## src/rtl/sba_pkg.sv

```systemverilog
// shared constants, types and helpers of the skyline block allocator
`default_nettype none

package sba_pkg;

  localparam int PAGE_SIZE = 128;
  localparam int AW = $clog2(PAGE_SIZE);
  localparam int HW = $clog2(PAGE_SIZE + 1);
  localparam int WW = 8;
  localparam int XW = 7;
  localparam int YW = 8;
  localparam int SW = ((WW > HW) ? WW : HW) + 1;

  localparam logic MODE_ALLOC = 1'b0;
  localparam logic MODE_CLEAR = 1'b1;

  typedef logic [HW-1:0] height_t;

  typedef enum logic [2:0] {
    ST_IDLE,
    ST_BWD,
    ST_BWD_WAIT,
    ST_FWD,
    ST_FWD_WAIT,
    ST_EVAL,
    ST_WRITE
  } state_e;

  function automatic height_t hmax(input height_t a, input height_t b);
    hmax = (a > b) ? a : b;
  endfunction

endpackage

`default_nettype wire

```

## src/rtl/sba_ram.sv

```systemverilog
// generic single-port-write, single-port-read ram with registered read data
`default_nettype none

module sba_ram #(
  parameter int WIDTH = 8,
  parameter int DEPTH = 128
) (
  input  wire logic                     clk_i,
  input  wire logic                     we_i,
  input  wire logic [$clog2(DEPTH)-1:0] waddr_i,
  input  wire logic [WIDTH-1:0]         wdata_i,
  input  wire logic [$clog2(DEPTH)-1:0] raddr_i,
  output logic      [WIDTH-1:0]         rdata_o
);

  logic [WIDTH-1:0] mem [DEPTH];
  logic [WIDTH-1:0] rdata_q;

  always_ff @(posedge clk_i) begin
    if (we_i) begin
      mem[waddr_i] <= wdata_i;
    end
    rdata_q <= mem[raddr_i];
  end

  assign rdata_o = rdata_q;

endmodule

`default_nettype wire

```

## src/rtl/skyline_block_allocator.sv

```systemverilog
// skyline block allocator top level: column height memory, scan and write-back
//
// usage: a request is taken at a rising edge with start_i high and busy_o low.
// mode_i selects allocate or clear page; block_width_i and block_height_i give
// the block in cells. every request yields one result: done_o is high for one
// cycle with granted_o, pos_x_o and pos_y_o; the receiver cannot stall it.
// a clear request, or an allocate whose width is zero or wider than the page,
// answers in the cycle after it is taken. an allocate runs a backward pass
// over the column memory building per-block suffix maxima, a forward pass
// that combines them with running prefix maxima into each window's height,
// an evaluation step and, when granted, a write of each block column.
// the two passes are set by the single read port of the column memory.
// busy_o stays high until the result is shown; a new request can be taken
// in the cycle done_o is high. reset empties the page at once through one
// valid bit per column; a clear request does the same at once.
`default_nettype none

module skyline_block_allocator (
  input  wire logic                    clk_i,
  input  wire logic                    rst_ni,
  input  wire logic                    start_i,
  input  wire logic                    mode_i,
  input  wire logic [sba_pkg::WW-1:0]  block_width_i,
  input  wire logic [sba_pkg::WW-1:0]  block_height_i,
  output logic                         busy_o,
  output logic                         done_o,
  output logic                         granted_o,
  output logic      [sba_pkg::XW-1:0]  pos_x_o,
  output logic      [sba_pkg::YW-1:0]  pos_y_o
);

  sba_pkg::state_e state_q, state_d;

  logic [sba_pkg::AW-1:0] a_q, a_d;
  logic [sba_pkg::AW-1:0] px_q, px_d;
  logic [sba_pkg::AW-1:0] wend_q, wend_d;
  logic [sba_pkg::WW-1:0] wm1_q, wm1_d;
  logic [sba_pkg::WW-1:0] bh_q, bh_d;
  logic [sba_pkg::WW-1:0] k_q, k_d;
  sba_pkg::height_t       suf_q, suf_d;
  sba_pkg::height_t       pre_q, pre_d;
  sba_pkg::height_t       best_q, best_d;

  logic                   s1_vld_q, s1_win_q, s1_hv_q;
  logic [sba_pkg::AW-1:0] s1_addr_q, s1_ws_q;
  logic [sba_pkg::PAGE_SIZE-1:0] hvalid_q;

  logic                   done_q, done_d, granted_q, granted_d;
  logic [sba_pkg::XW-1:0] posx_q, posx_d;
  logic [sba_pkg::YW-1:0] posy_q, posy_d;

  logic                   accept, clr, w_bad, issue, bwd_proc, fwd_proc, s_we, h_we;
  logic                   found, fits, win;
  logic [sba_pkg::WW-1:0] ws_full;
  logic [sba_pkg::SW-1:0] sum;
  sba_pkg::height_t       h_rdata, s_rdata, hcur, wmax, h_wdata;

  assign accept  = start_i && (state_q == sba_pkg::ST_IDLE);
  assign w_bad   = (block_width_i == '0) ||
                   (sba_pkg::SW'(block_width_i) > sba_pkg::SW'(sba_pkg::PAGE_SIZE));
  assign sum     = sba_pkg::SW'(best_q) + sba_pkg::SW'(bh_q);
  assign found   = best_q < sba_pkg::HW'(sba_pkg::PAGE_SIZE);
  assign fits    = sum <= sba_pkg::SW'(sba_pkg::PAGE_SIZE);
  assign h_wdata = sum[sba_pkg::HW-1:0];
  assign hcur    = s1_hv_q ? h_rdata : '0;
  assign win     = sba_pkg::WW'(a_q) >= wm1_q;
  assign ws_full = sba_pkg::WW'(a_q) - wm1_q;

  // next state
  always_comb begin
    state_d = state_q;
    unique case (state_q)
      sba_pkg::ST_IDLE: begin
        if (accept && (mode_i == sba_pkg::MODE_ALLOC) && !w_bad) begin
          state_d = sba_pkg::ST_BWD;
        end
      end
      sba_pkg::ST_BWD: begin
        if (a_q == '0) state_d = sba_pkg::ST_BWD_WAIT;
      end
      sba_pkg::ST_BWD_WAIT: state_d = sba_pkg::ST_FWD;
      sba_pkg::ST_FWD: begin
        if (a_q == sba_pkg::AW'(sba_pkg::PAGE_SIZE - 1)) state_d = sba_pkg::ST_FWD_WAIT;
      end
      sba_pkg::ST_FWD_WAIT: state_d = sba_pkg::ST_EVAL;
      sba_pkg::ST_EVAL: begin
        state_d = (found && fits) ? sba_pkg::ST_WRITE : sba_pkg::ST_IDLE;
      end
      sba_pkg::ST_WRITE: begin
        if (a_q == wend_q) state_d = sba_pkg::ST_IDLE;
      end
      default: state_d = sba_pkg::ST_IDLE;
    endcase
  end

  // control outputs
  always_comb begin
    issue    = (state_q == sba_pkg::ST_BWD) || (state_q == sba_pkg::ST_FWD);
    bwd_proc = s1_vld_q &&
               ((state_q == sba_pkg::ST_BWD) || (state_q == sba_pkg::ST_BWD_WAIT));
    fwd_proc = s1_vld_q &&
               ((state_q == sba_pkg::ST_FWD) || (state_q == sba_pkg::ST_FWD_WAIT));
    s_we     = bwd_proc;
    h_we     = (state_q == sba_pkg::ST_WRITE);
    clr      = accept && (mode_i == sba_pkg::MODE_CLEAR);
    busy_o   = (state_q != sba_pkg::ST_IDLE);
  end

  // datapath and result
  always_comb begin
    a_d       = a_q;
    px_d      = px_q;
    wend_d    = wend_q;
    wm1_d     = wm1_q;
    bh_d      = bh_q;
    k_d       = k_q;
    suf_d     = suf_q;
    pre_d     = pre_q;
    best_d    = best_q;
    wmax      = '0;
    done_d    = 1'b0;
    granted_d = granted_q;
    posx_d    = posx_q;
    posy_d    = posy_q;

    case (state_q)
      sba_pkg::ST_IDLE: begin
        if (accept) begin
          a_d    = sba_pkg::AW'(sba_pkg::PAGE_SIZE - 1);
          wm1_d  = block_width_i - 1'b1;
          k_d    = block_width_i - 1'b1;
          bh_d   = block_height_i;
          best_d = sba_pkg::HW'(sba_pkg::PAGE_SIZE);
          px_d   = '0;
          if ((mode_i == sba_pkg::MODE_CLEAR) || w_bad) begin
            done_d    = 1'b1;
            granted_d = (mode_i == sba_pkg::MODE_CLEAR);
            posx_d    = '0;
            posy_d    = '0;
          end
        end
      end
      sba_pkg::ST_BWD:      a_d = a_q - 1'b1;
      sba_pkg::ST_BWD_WAIT: begin
        a_d   = '0;
        pre_d = '0;
      end
      sba_pkg::ST_FWD:      a_d = a_q + 1'b1;
      sba_pkg::ST_EVAL: begin
        a_d    = px_q;
        wend_d = px_q + wm1_q[sba_pkg::AW-1:0];
        if (!found) begin
          done_d    = 1'b1;
          granted_d = 1'b0;
          posx_d    = '0;
          posy_d    = '0;
        end else if (!fits) begin
          done_d    = 1'b1;
          granted_d = 1'b0;
          posx_d    = sba_pkg::XW'(px_q);
          posy_d    = sba_pkg::YW'(best_q);
        end
      end
      sba_pkg::ST_WRITE: begin
        a_d = a_q + 1'b1;
        if (a_q == wend_q) begin
          done_d    = 1'b1;
          granted_d = 1'b1;
          posx_d    = sba_pkg::XW'(px_q);
          posy_d    = sba_pkg::YW'(best_q);
        end
      end
      default: ;
    endcase

    // backward pass: suffix maximum within each block of width columns
    if (bwd_proc) begin
      suf_d = (k_q == wm1_q) ? hcur : sba_pkg::hmax(suf_q, hcur);
      // keep the block phase of column zero for the forward pass
      if (state_q != sba_pkg::ST_BWD_WAIT) begin
        k_d = (k_q == '0) ? wm1_q : k_q - 1'b1;
      end
    end

    // forward pass: prefix maximum joined with the suffix at the window start
    if (fwd_proc) begin
      pre_d = (k_q == '0) ? hcur : sba_pkg::hmax(pre_q, hcur);
      k_d   = (k_q == wm1_q) ? '0 : k_q + 1'b1;
      wmax  = sba_pkg::hmax(s_rdata, pre_d);
      if (s1_win_q && (wmax < best_q)) begin
        best_d = wmax;
        px_d   = s1_ws_q;
      end
    end
  end

  always_ff @(posedge clk_i or negedge rst_ni) begin
    if (!rst_ni) begin
      state_q  <= sba_pkg::ST_IDLE;
      s1_vld_q <= 1'b0;
      hvalid_q <= '0;
      done_q   <= 1'b0;
    end else begin
      state_q  <= state_d;
      s1_vld_q <= issue;
      done_q   <= done_d;
      if (clr) begin
        hvalid_q <= '0;
      end else if (h_we) begin
        hvalid_q[a_q] <= 1'b1;
      end
    end
  end

  always_ff @(posedge clk_i) begin
    a_q       <= a_d;
    px_q      <= px_d;
    wend_q    <= wend_d;
    wm1_q     <= wm1_d;
    bh_q      <= bh_d;
    k_q       <= k_d;
    suf_q     <= suf_d;
    pre_q     <= pre_d;
    best_q    <= best_d;
    granted_q <= granted_d;
    posx_q    <= posx_d;
    posy_q    <= posy_d;
    s1_addr_q <= a_q;
    s1_win_q  <= win;
    s1_ws_q   <= ws_full[sba_pkg::AW-1:0];
    s1_hv_q   <= hvalid_q[a_q];
  end

  sba_ram #(
    .WIDTH(sba_pkg::HW),
    .DEPTH(sba_pkg::PAGE_SIZE)
  ) u_height_ram (
    .clk_i  (clk_i),
    .we_i   (h_we),
    .waddr_i(a_q),
    .wdata_i(h_wdata),
    .raddr_i(a_q),
    .rdata_o(h_rdata)
  );

  sba_ram #(
    .WIDTH(sba_pkg::HW),
    .DEPTH(sba_pkg::PAGE_SIZE)
  ) u_suffix_ram (
    .clk_i  (clk_i),
    .we_i   (s_we),
    .waddr_i(s1_addr_q),
    .wdata_i(suf_d),
    .raddr_i(ws_full[sba_pkg::AW-1:0]),
    .rdata_o(s_rdata)
  );

  assign done_o    = done_q;
  assign granted_o = granted_q;
  assign pos_x_o   = posx_q;
  assign pos_y_o   = posy_q;

`ifndef NO_ASSERTIONS
  a_busy_ends_with_result: assert property (@(posedge clk_i) disable iff (!rst_ni)
    $fell(busy_o) |-> done_o)
    else $error("busy dropped without a result");

  a_read_pipe_from_pass: assert property (@(posedge clk_i) disable iff (!rst_ni)
    s1_vld_q |-> $past(state_q == sba_pkg::ST_BWD || state_q == sba_pkg::ST_FWD))
    else $error("read pipe valid outside a scan pass");

  a_best_in_page: assert property (@(posedge clk_i) disable iff (!rst_ni)
    state_q == sba_pkg::ST_EVAL |-> best_q <= sba_pkg::HW'(sba_pkg::PAGE_SIZE))
    else $error("best height above page");

  a_grant_fits: assert property (@(posedge clk_i) disable iff (!rst_ni)
    done_o && granted_o && $past(state_q == sba_pkg::ST_WRITE) |->
      (sba_pkg::SW'(pos_y_o) + sba_pkg::SW'(bh_q)) <= sba_pkg::SW'(sba_pkg::PAGE_SIZE))
    else $error("granted block exceeds page top");
`endif

endmodule

`default_nettype wire
```

## config.mk

```make
export PLATFORM = sky130hd
export DESIGN_NAME = skyline_block_allocator
export DESIGN_NICKNAME = d
export VERILOG_FILES = /design/src/rtl/sba_pkg.sv /design/src/rtl/sba_ram.sv /design/src/rtl/skyline_block_allocator.sv
export SDC_FILE = /design/constraint.sdc
export NUM_CORES = 2
export LEC_CHECK = 0
export BUFFER_PORTS_ARGS = -buffer_cell sky130_fd_sc_hd__buf_2
export CORE_ASPECT_RATIO = 0.8
export CORE_MARGIN = 2
export CORE_UTILIZATION = 60
export CTS_CLUSTER_DIAMETER = 150
export CTS_CLUSTER_SIZE = 24
export DETAILED_ROUTE_END_ITERATION = 7
export PLACE_DENSITY = 0.82
export SYNTH_ARGS = -nofsm -noshare
export SYNTH_HDL_FRONTEND = slang
export SYNTH_HIERARCHICAL = 1
export SYNTH_SLANG_ARGS = --single-unit
```

## constraint.sdc

```tcl
create_clock -name clk_i -period 9.4 [get_ports clk_i]
set_input_delay 1.41 -clock clk_i [delete_from_list [all_inputs] [get_ports clk_i]]
set_output_delay 1.41 -clock clk_i [all_outputs]
set_load 0.01 [all_outputs]
```

Word-level counts from Yosys, hierarchy flattened
Memory sizes are Yosys's and may differ from the RTL's. A register that Yosys moved wholly into a read port is not among the register bits.
Index checks and enable logic that the tools add are counted.

word-level totals
  register bits = 234
  memories = 2
  memory bits (writable) = 2,048
  output and inout port bits = 18
  input bits = 20

memory list
  memory            depth  width  rd ports  clocked after Yosys merged registers in  write ports  RTL line       RTL
  u_height_ram.mem  128    8      1         1                                        1            sba_ram.sv:16  logic [WIDTH-1:0] mem [DEPTH];
  u_suffix_ram.mem  128    8      1         1                                        1            sba_ram.sv:16

cells by class
  bitwise gates (word level) = 2
  equality and inequality tests = 17
  order comparisons = 10
  muxes and demuxes = 66
  add/sub/neg operators = 8
  reduce and logical (&&, ||, !) cells = 29

operators by type and width
  operator                                                        count
  2-to-1 mux 128 bit                                              2
  2-to-1 mux 8 bit                                                25
  bitwise OR 128 bit                                              1
  2-to-1 mux 7 bit                                                10
  case mux 7 bit (5 select lines)                                 1
  > comparator 8 bit                                              3
  case mux 8 bit (3 select lines)                                 1
  case mux 3 bit (7 select lines)                                 1
  case mux 7 bit (3 select lines)                                 1
  zero test 8 bit                                                 2
  2-to-1 mux 1 bit                                                16
  subtractor 8 x 1 -> 8 bit, second input constant                2
  2-to-1 mux 3 bit                                                5
  adder 8 x 8 -> 9 bit                                            1
  equality test 3 bit, second input constant                      3
  less-or-equal comparator 9 x 8 -> 1 bit, second input constant  1
  logical AND 1 bit                                               9
  adder 8 x 1 -> 8 bit, second input constant                     1
  equality test 8 bit                                             1
  >= comparator 7 x 8 -> 1 bit                                    1
  > comparator 8 bit, second input constant                       1
  less-than comparator 7 x 8 -> 1 bit, second input constant      1
  less-than comparator 8 bit                                      1
  less-than comparator 8 bit, second input constant               1
  other kinds (28)                                                41

Logic depth before layout (Yosys ltp)
  depth after elaboration = 10
  gate-level depth with buffers = 28
  depth with buffers taken out = 25

By module
Netlist, hierarchy kept.

modules (own cells, without submodules)
  module                   cells an instance  area an instance (sq um)  times used  seq. area each (sq um)
  sba_ram                  1,635              39,665.5                  2           30,909.6
  skyline_block_allocator  1,260              12,120.4                  1           5,890.6

Worst setup path before layout
Ideal clock, no wire load.

  path kind = flip-flop to flip-flop
  start = register s1_hv_q
  end = memory u_suffix_ram.mem[0][3] (data pin)
  stages on the path, launching flop included = 13
  setup slack = 2.610 ns
  arrival time = 5.867 ns
  buffers on the path = 1
  cells stage by stage = dfxtp_1 -> and2_1 -> inv_1 -> ha_1 -> nor2b_1 -> o21a_1 -> o21ai_0 -> nand2b_1 -> a21oi_1 -> o21ai_0 -> a21boi_0 -> buf_1 -> mux2i_1

between the ends
  cells in the longest elaborated chain, start to end = 5

RTL lines
  item                    RTL line                        RTL
  start, declared         skyline_block_allocator.sv:44   logic s1_vld_q, s1_win_q, s1_hv_q;
  start signal, assigned  skyline_block_allocator.sv:231  s1_hv_q <= hvalid_q[a_q];
  2-to-1 mux 8 bit (*)    skyline_block_allocator.sv:65   assign hcur = s1_hv_q ? h_rdata : '0;
  > comparator 8 bit      sba_pkg.sv:30                   hmax = (a > b) ? a : b;
  2-to-1 mux 8 bit        sba_pkg.sv:30
  2-to-1 mux 8 bit (*)    skyline_block_allocator.sv:178  suf_d = (k_q == wm1_q) ? hcur : sba_pkg::hmax(suf_q, hcur);
  2-to-1 mux 8 bit (*)    skyline_block_allocator.sv:177  if (bwd_proc) begin
  named net suf_d[3]      skyline_block_allocator.sv:40   sba_pkg::height_t suf_q, suf_d;
  end, declared           sba_ram.sv:16

Mark *: on every way through the listed nets, which the timed path passes. The rest lies on a longest branch.

Final worst setup path
  start = register s1_hv_q
  end = register best_q[4]

between the ends
  cells in the longest elaborated chain, start to end = 10

RTL lines
  item                        RTL line                        RTL
  2-to-1 mux 8 bit (*)        skyline_block_allocator.sv:65
  > comparator 8 bit          sba_pkg.sv:30
  2-to-1 mux 8 bit            sba_pkg.sv:30
  2-to-1 mux 8 bit (*)        skyline_block_allocator.sv:187  pre_d = (k_q == '0) ? hcur : sba_pkg::hmax(pre_q, hcur);
  > comparator 8 bit          sba_pkg.sv:30
  2-to-1 mux 8 bit (*)        sba_pkg.sv:30
  less-than comparator 8 bit  skyline_block_allocator.sv:190  if (s1_win_q && (wmax < best_q)) begin
  logical AND 1 bit           skyline_block_allocator.sv:190
  2-to-1 mux 8 bit (*)        skyline_block_allocator.sv:190
  2-to-1 mux 8 bit (*)        skyline_block_allocator.sv:186  if (fwd_proc) begin
  named net best_d[4]         skyline_block_allocator.sv:42   sba_pkg::height_t best_q, best_d;
  end signal, assigned        skyline_block_allocator.sv:224  best_q <= best_d;
  end, declared               skyline_block_allocator.sv:42

Marked as above.
A chain may end at the register's enable or synchronous reset.

==> results by stage <==
Run status:
- The run finished with clean final reports.

Routing:
- The total number of vias is 46,100.
- The number of search-and-repair iterations in the first detailed-routing pass is 8.
- For this block, the routed nets add up to 213,000 um of wire.
- The first routing iteration left slightly above 7,000 violations.
- The detail route stage leaves a number of antenna-violating nets equal to 0.
- The residual DRC count is 0.
- The average vias per placed instance is between 6 and 7.
- The routed length per instance is 32.2 um.

GRT:
- The layer with the highest usage is met2.
- The via count of the first global-routing pass is 45,700.
- The global routing usage on met2 is 42.8%.
- Global routing consumed, on the met3 layer, 5.55% of the routing resources.
- The maximum number of pins on one net before global-route repair is 161.
- The routing usage on met1 is 41.0%.
- The total routing resource utilization after global routing is 27.6%.
- The initial antenna violation count came to 13.
- The overflow left after global routing is 0.
- The first global-routing pass estimated between 300,000 and 400,000 um of wire.

Finish:
- After the last flow step, the layout net total stands at 4,594.
- The layout overhead on the synthesized area is 6.14%.
- Of the cells placed in the final design, the portion with a size suffix greater than 1 is 21.5%.
- The largest registers in the layout are u_height_ram/mem: 1024 flops, u_suffix_ram/mem: 1024 flops, hvalid_q: 128 flops.

Yosys:
- The area share of the largest cell type after synthesis is 69.0%.
- The netlist uses between 70 and 80 different library cells.
- In the synthesized netlist the dominant register cell turns out to be sky130_fd_sc_hd__edfxtp_1.
- After synthesis the netlist holds a flip-flop and latch count of 2,298.
- The fraction of synthesis flops using an asynchronous set or reset pin is 5.79%.
- The average cell area after synthesis is 20.2 um2.
- For this run, the number of Yosys warnings is 6.
- The number of nets produced by synthesis is ~4,600.
- The sequential area share after synthesis is 74.0%.
- The netlist area before placement is about 91,000 um2.
- In the post-synthesis netlist, the biggest area contributors are sky130_fd_sc_hd__edfxtp_1 69%, sky130_fd_sc_hd__mux4_2 17%, sky130_fd_sc_hd__dfrtp_1 3.6%.
- The cell accounting for the most synthesized area is sky130_fd_sc_hd__edfxtp_1.
- Synthesis produced roughly 4,500 cells.
- Yosys mapped a number of flops with a built-in enable equal to about 2,100.

Flow run:
- The count of max-cap constraint violations is 0.

Clock network:
- For this design, the CTS-stage hold fixing added 0 buffers.
- The number of instances resized during post-cts repair is 0.
- The tree is rooted in a sky130_fd_sc_hd__clkbuf_16.
- Counting the buffers created by CTS gives 106.
- The clock edge transition at the registers on the reported setup and hold paths is about 100 ps.
- The H-tree level count is 3.
- The count of buffers added by post-CTS timing repair for setup is 0.
- The insertion delay to the later sink of the worst-skew pair is 810 ps.
- Clock tree synthesis found a total of about 2,300 sinks.
- The clock tree buffer depth is 3.
- TritonCTS built the clock tree.

Hold path:
- The hold-critical path endpoint is px_q[6].
- In this run the most critical hold path is launched from s1_ws_q[6].
- The hold-critical path depth is 2.
- The path class of the tightest hold or removal check is register to register.

Power and ir drop:
- The clock share of power is roughly 16%.
- For this design the static power due to leakage is 0.0306 uW.
- The share of total power dissipated in combinational logic is 42.3%.
- Registers are responsible for around 42% of the overall power.
- Internal power comes to 21,300 uW.
- The total power draw is around 33,000 uW.
- The worst-case IR drop observed on VDD is 432 uV.
- The switching portion of total power is 35.9%.
- For this design the ratio of total power to cell area is 342 nW/um2.
- The total net switching power is 11,900 uW.

Floorplanning:
- 38 I/O pins were placed.
- The die area is approximately 160,000 um2.
- Once the floorplan was initialized, standard cells occupied 60.2% of the core.
- The core region is approximately 150,000 um2.
- The vertical die dimension is 353 um.
- The number of cell rows is 128.
- The die is ~440 um wide.

Setup path:
- In this run the register-to-register setup slack is roughly 2400 ps.
- The category of the most critical setup path is register to register.
- STA puts the critical path data arrival time at 7710 ps.
- The type of destination of the critical path is a register.
- The startpoint identified for the worst register-to-register timing path is s1_hv_q.
- The worst-case reg-to-reg path depth is 24.
- Along the worst path, the maximum fanout reaches 15.
- The worst setup path is launched from a register.
- The worst endpoint required time is 10,070 ps.
- The capture point of the worst reg-to-reg path is best_q[4].

Place:
- The number of I/O port buffers is 37.
- The congestion estimate from routability-driven global placement came to roughly 0.85.
- The half-perimeter wire length of the detailed placement result is roughly 130,000 um.

STA:
- The max-slew violation count is 0.
- At the pin with the least slew margin, the transition time is 1410 ps.
- The peak clock frequency supported by timing is 142 MHz.
- The count of endpoints failing hold in the final timing report is 0.
- Measured against its own limit, the worst slew margin works out to about 5.8%.
- The share of the cycle needed by the critical path after routing is 74.9%.
- The setup-violating endpoint count in the final report is 0.
- The sum of negative setup slack is 0 ps.
- Setup repair after global routing left no endpoint under its margin.
- The minimum clock period after layout is 7040 ps.
- Clock skew on the completed layout was measured at 69.4 ps.
-- routing by layer --
metal / part of all wire, % / vias up
li1: - / 18300
met1: 37 / 24200
met2: 48 / 3249
met3: 12 / 389
met4: 2.8 / 10
met5: 0.024 / -
-- placed cells by master (no fill, tap or decap), drive strengths merged, types with 8 or more instances in the layout --
master,count
nand2,75
o21ai,41
nand3,36
xor2,21
mux4,673
nor2,443
mux2,28
a22oi,48
and2,21
dfrtp,133
mux2i,19
inv,64
o22ai,8
nor3,42
buf,121
nor2b,28
dfxtp,63
a21o,16
o31ai,8
a221oi,8
a21oi,175
clkbuf,160
nand4,31
a22o,8
xnor2,36
o211ai,10
nand2b,21
edfxtp,2102
ha,60
-- final cells by class --
| class | instances | area, um2 |
|---|---|---|
| inverter | 62 | 248 |
| tap | 2015 | 2520 |
| multi-input combinational | 1921 | 22600 |
| timing repair buffer | 121 | 906 |
| sequential | 2298 | 67700 |
| antenna | 7 | 17.5 |
| fill | 9457 | 54800 |
| clock inverter | 9 | 163 |
| clock buffer | 160 | 2860 |
-- power groups by stage --
| stage | clock (uW) | combinational [uW] | sequential, uW |
|---|---|---|---|
| after floorplan | 0 | 9220 | 14200 |
| after global placement | 0 | 13300 | 14100 |
| after detailed placement | 0 | 13800 | 14200 |
| after CTS | 5230 | 13900 | 13900 |
| after global routing | 5540 | 14700 | 14000 |
| final | 5170 | 14000 | 14000 |
-- worst max path at each step --
| stage | depth (start not counted) | startpoint | slack, ps | to |
|---|---|---|---|---|
| after floorplan | 12 | s1_hv_q | 2610 | u_suffix_ram/mem[0][3] |
| after global placement | 24 | s1_hv_q | 2650 | best_q[7] |
| after detailed placement | 24 | s1_hv_q | 2530 | best_q[1] |
| after CTS | 24 | s1_hv_q | 2480 | best_q[4] |
| after global routing | 25 | s1_hv_q | 1930 | best_q[4] |
| final | 24 | s1_hv_q | 2360 | best_q[4] |
-- cell usage after synthesis, drive strengths merged (4+ instances only) --
cell and n:
buf 109, edfxtp 2102, nand4 31, a22oi 48
xnor2 36, and2 21, o21bai 6, clkbuf 140
nor2b 28, nand2 75, dfxtp 63, a21o 16
or3 4, o21ai 41, mux4 673, ha 60
o22ai 8, nand3 36, nor3 42, a221oi 8
mux2i 19, a22o 8, mux2 28, o31ai 8
o21a 4, and3 7, nand2b 21, fa 4
a21oi 175, inv 61, nor2 443, o211ai 10
dfrtp 133, nor4 4, xor2 21
-- cells by family (layout without fill, tap and decap cells) --
kind of cell / count (synthesis) / in the layout / synth area share (%)
flops: 2298 / 2298 / 74.0
compound gates: 360 / 360 / 2.46
buf+inv: 311 / 352 / 1.46
other cells: 0 / 7 / 0
mux: 720 / 720 / 17.1
simple gates: 718 / 718 / 3.44
fa+ha+maj: 66 / 66 / 0.930
xor+xnor: 57 / 57 / 0.546
-- metrics by stage --
| stage | cells | setup WS, ps | cell area, um2 | hold WS (ps) | utilization [%] |
|---|---|---|---|---|---|
| finish | 6593 | 2360 | 97100 | 446 | 63.9 |
| global route | 6592 | 1930 | 97100 | 463 | 63.9 |
| CTS | 6586 | 2480 | 97000 | 445 | 63.9 |
| detailed placement | 6417 | 2530 | 94000 | 438 | 61.9 |
| global placement | 6417 | 2650 | 94000 | 434 | 61.9 |
| floorplan | 4530 | 2610 | 91500 | 422 | - |
-- critical path, cell delays in order (launching register included) --
cell	delay (ps)
sky130_fd_sc_hd__dfxtp_1	500
sky130_fd_sc_hd__and2_1	350
sky130_fd_sc_hd__inv_1	130
sky130_fd_sc_hd__ha_1	320
sky130_fd_sc_hd__o21ai_0	100
sky130_fd_sc_hd__a21oi_1	120
sky130_fd_sc_hd__o21bai_1	90
sky130_fd_sc_hd__a21oi_1	500
sky130_fd_sc_hd__a21oi_1	250
sky130_fd_sc_hd__ha_1	350
sky130_fd_sc_hd__and3_1	170
sky130_fd_sc_hd__and3_1	270
sky130_fd_sc_hd__nand2_1	150
sky130_fd_sc_hd__o211a_1	240
sky130_fd_sc_hd__mux2_2	330
sky130_fd_sc_hd__nor2_2	390
sky130_fd_sc_hd__mux2i_1	300
sky130_fd_sc_hd__ha_1	290
sky130_fd_sc_hd__a21o_1	190
sky130_fd_sc_hd__a21oi_1	230
sky130_fd_sc_hd__o211ai_4	120
sky130_fd_sc_hd__or4b_4	520
sky130_fd_sc_hd__o32ai_4	550
sky130_fd_sc_hd__nor2_4	150
sky130_fd_sc_hd__mux2_2	310
(Power assumes the default switching activity.)
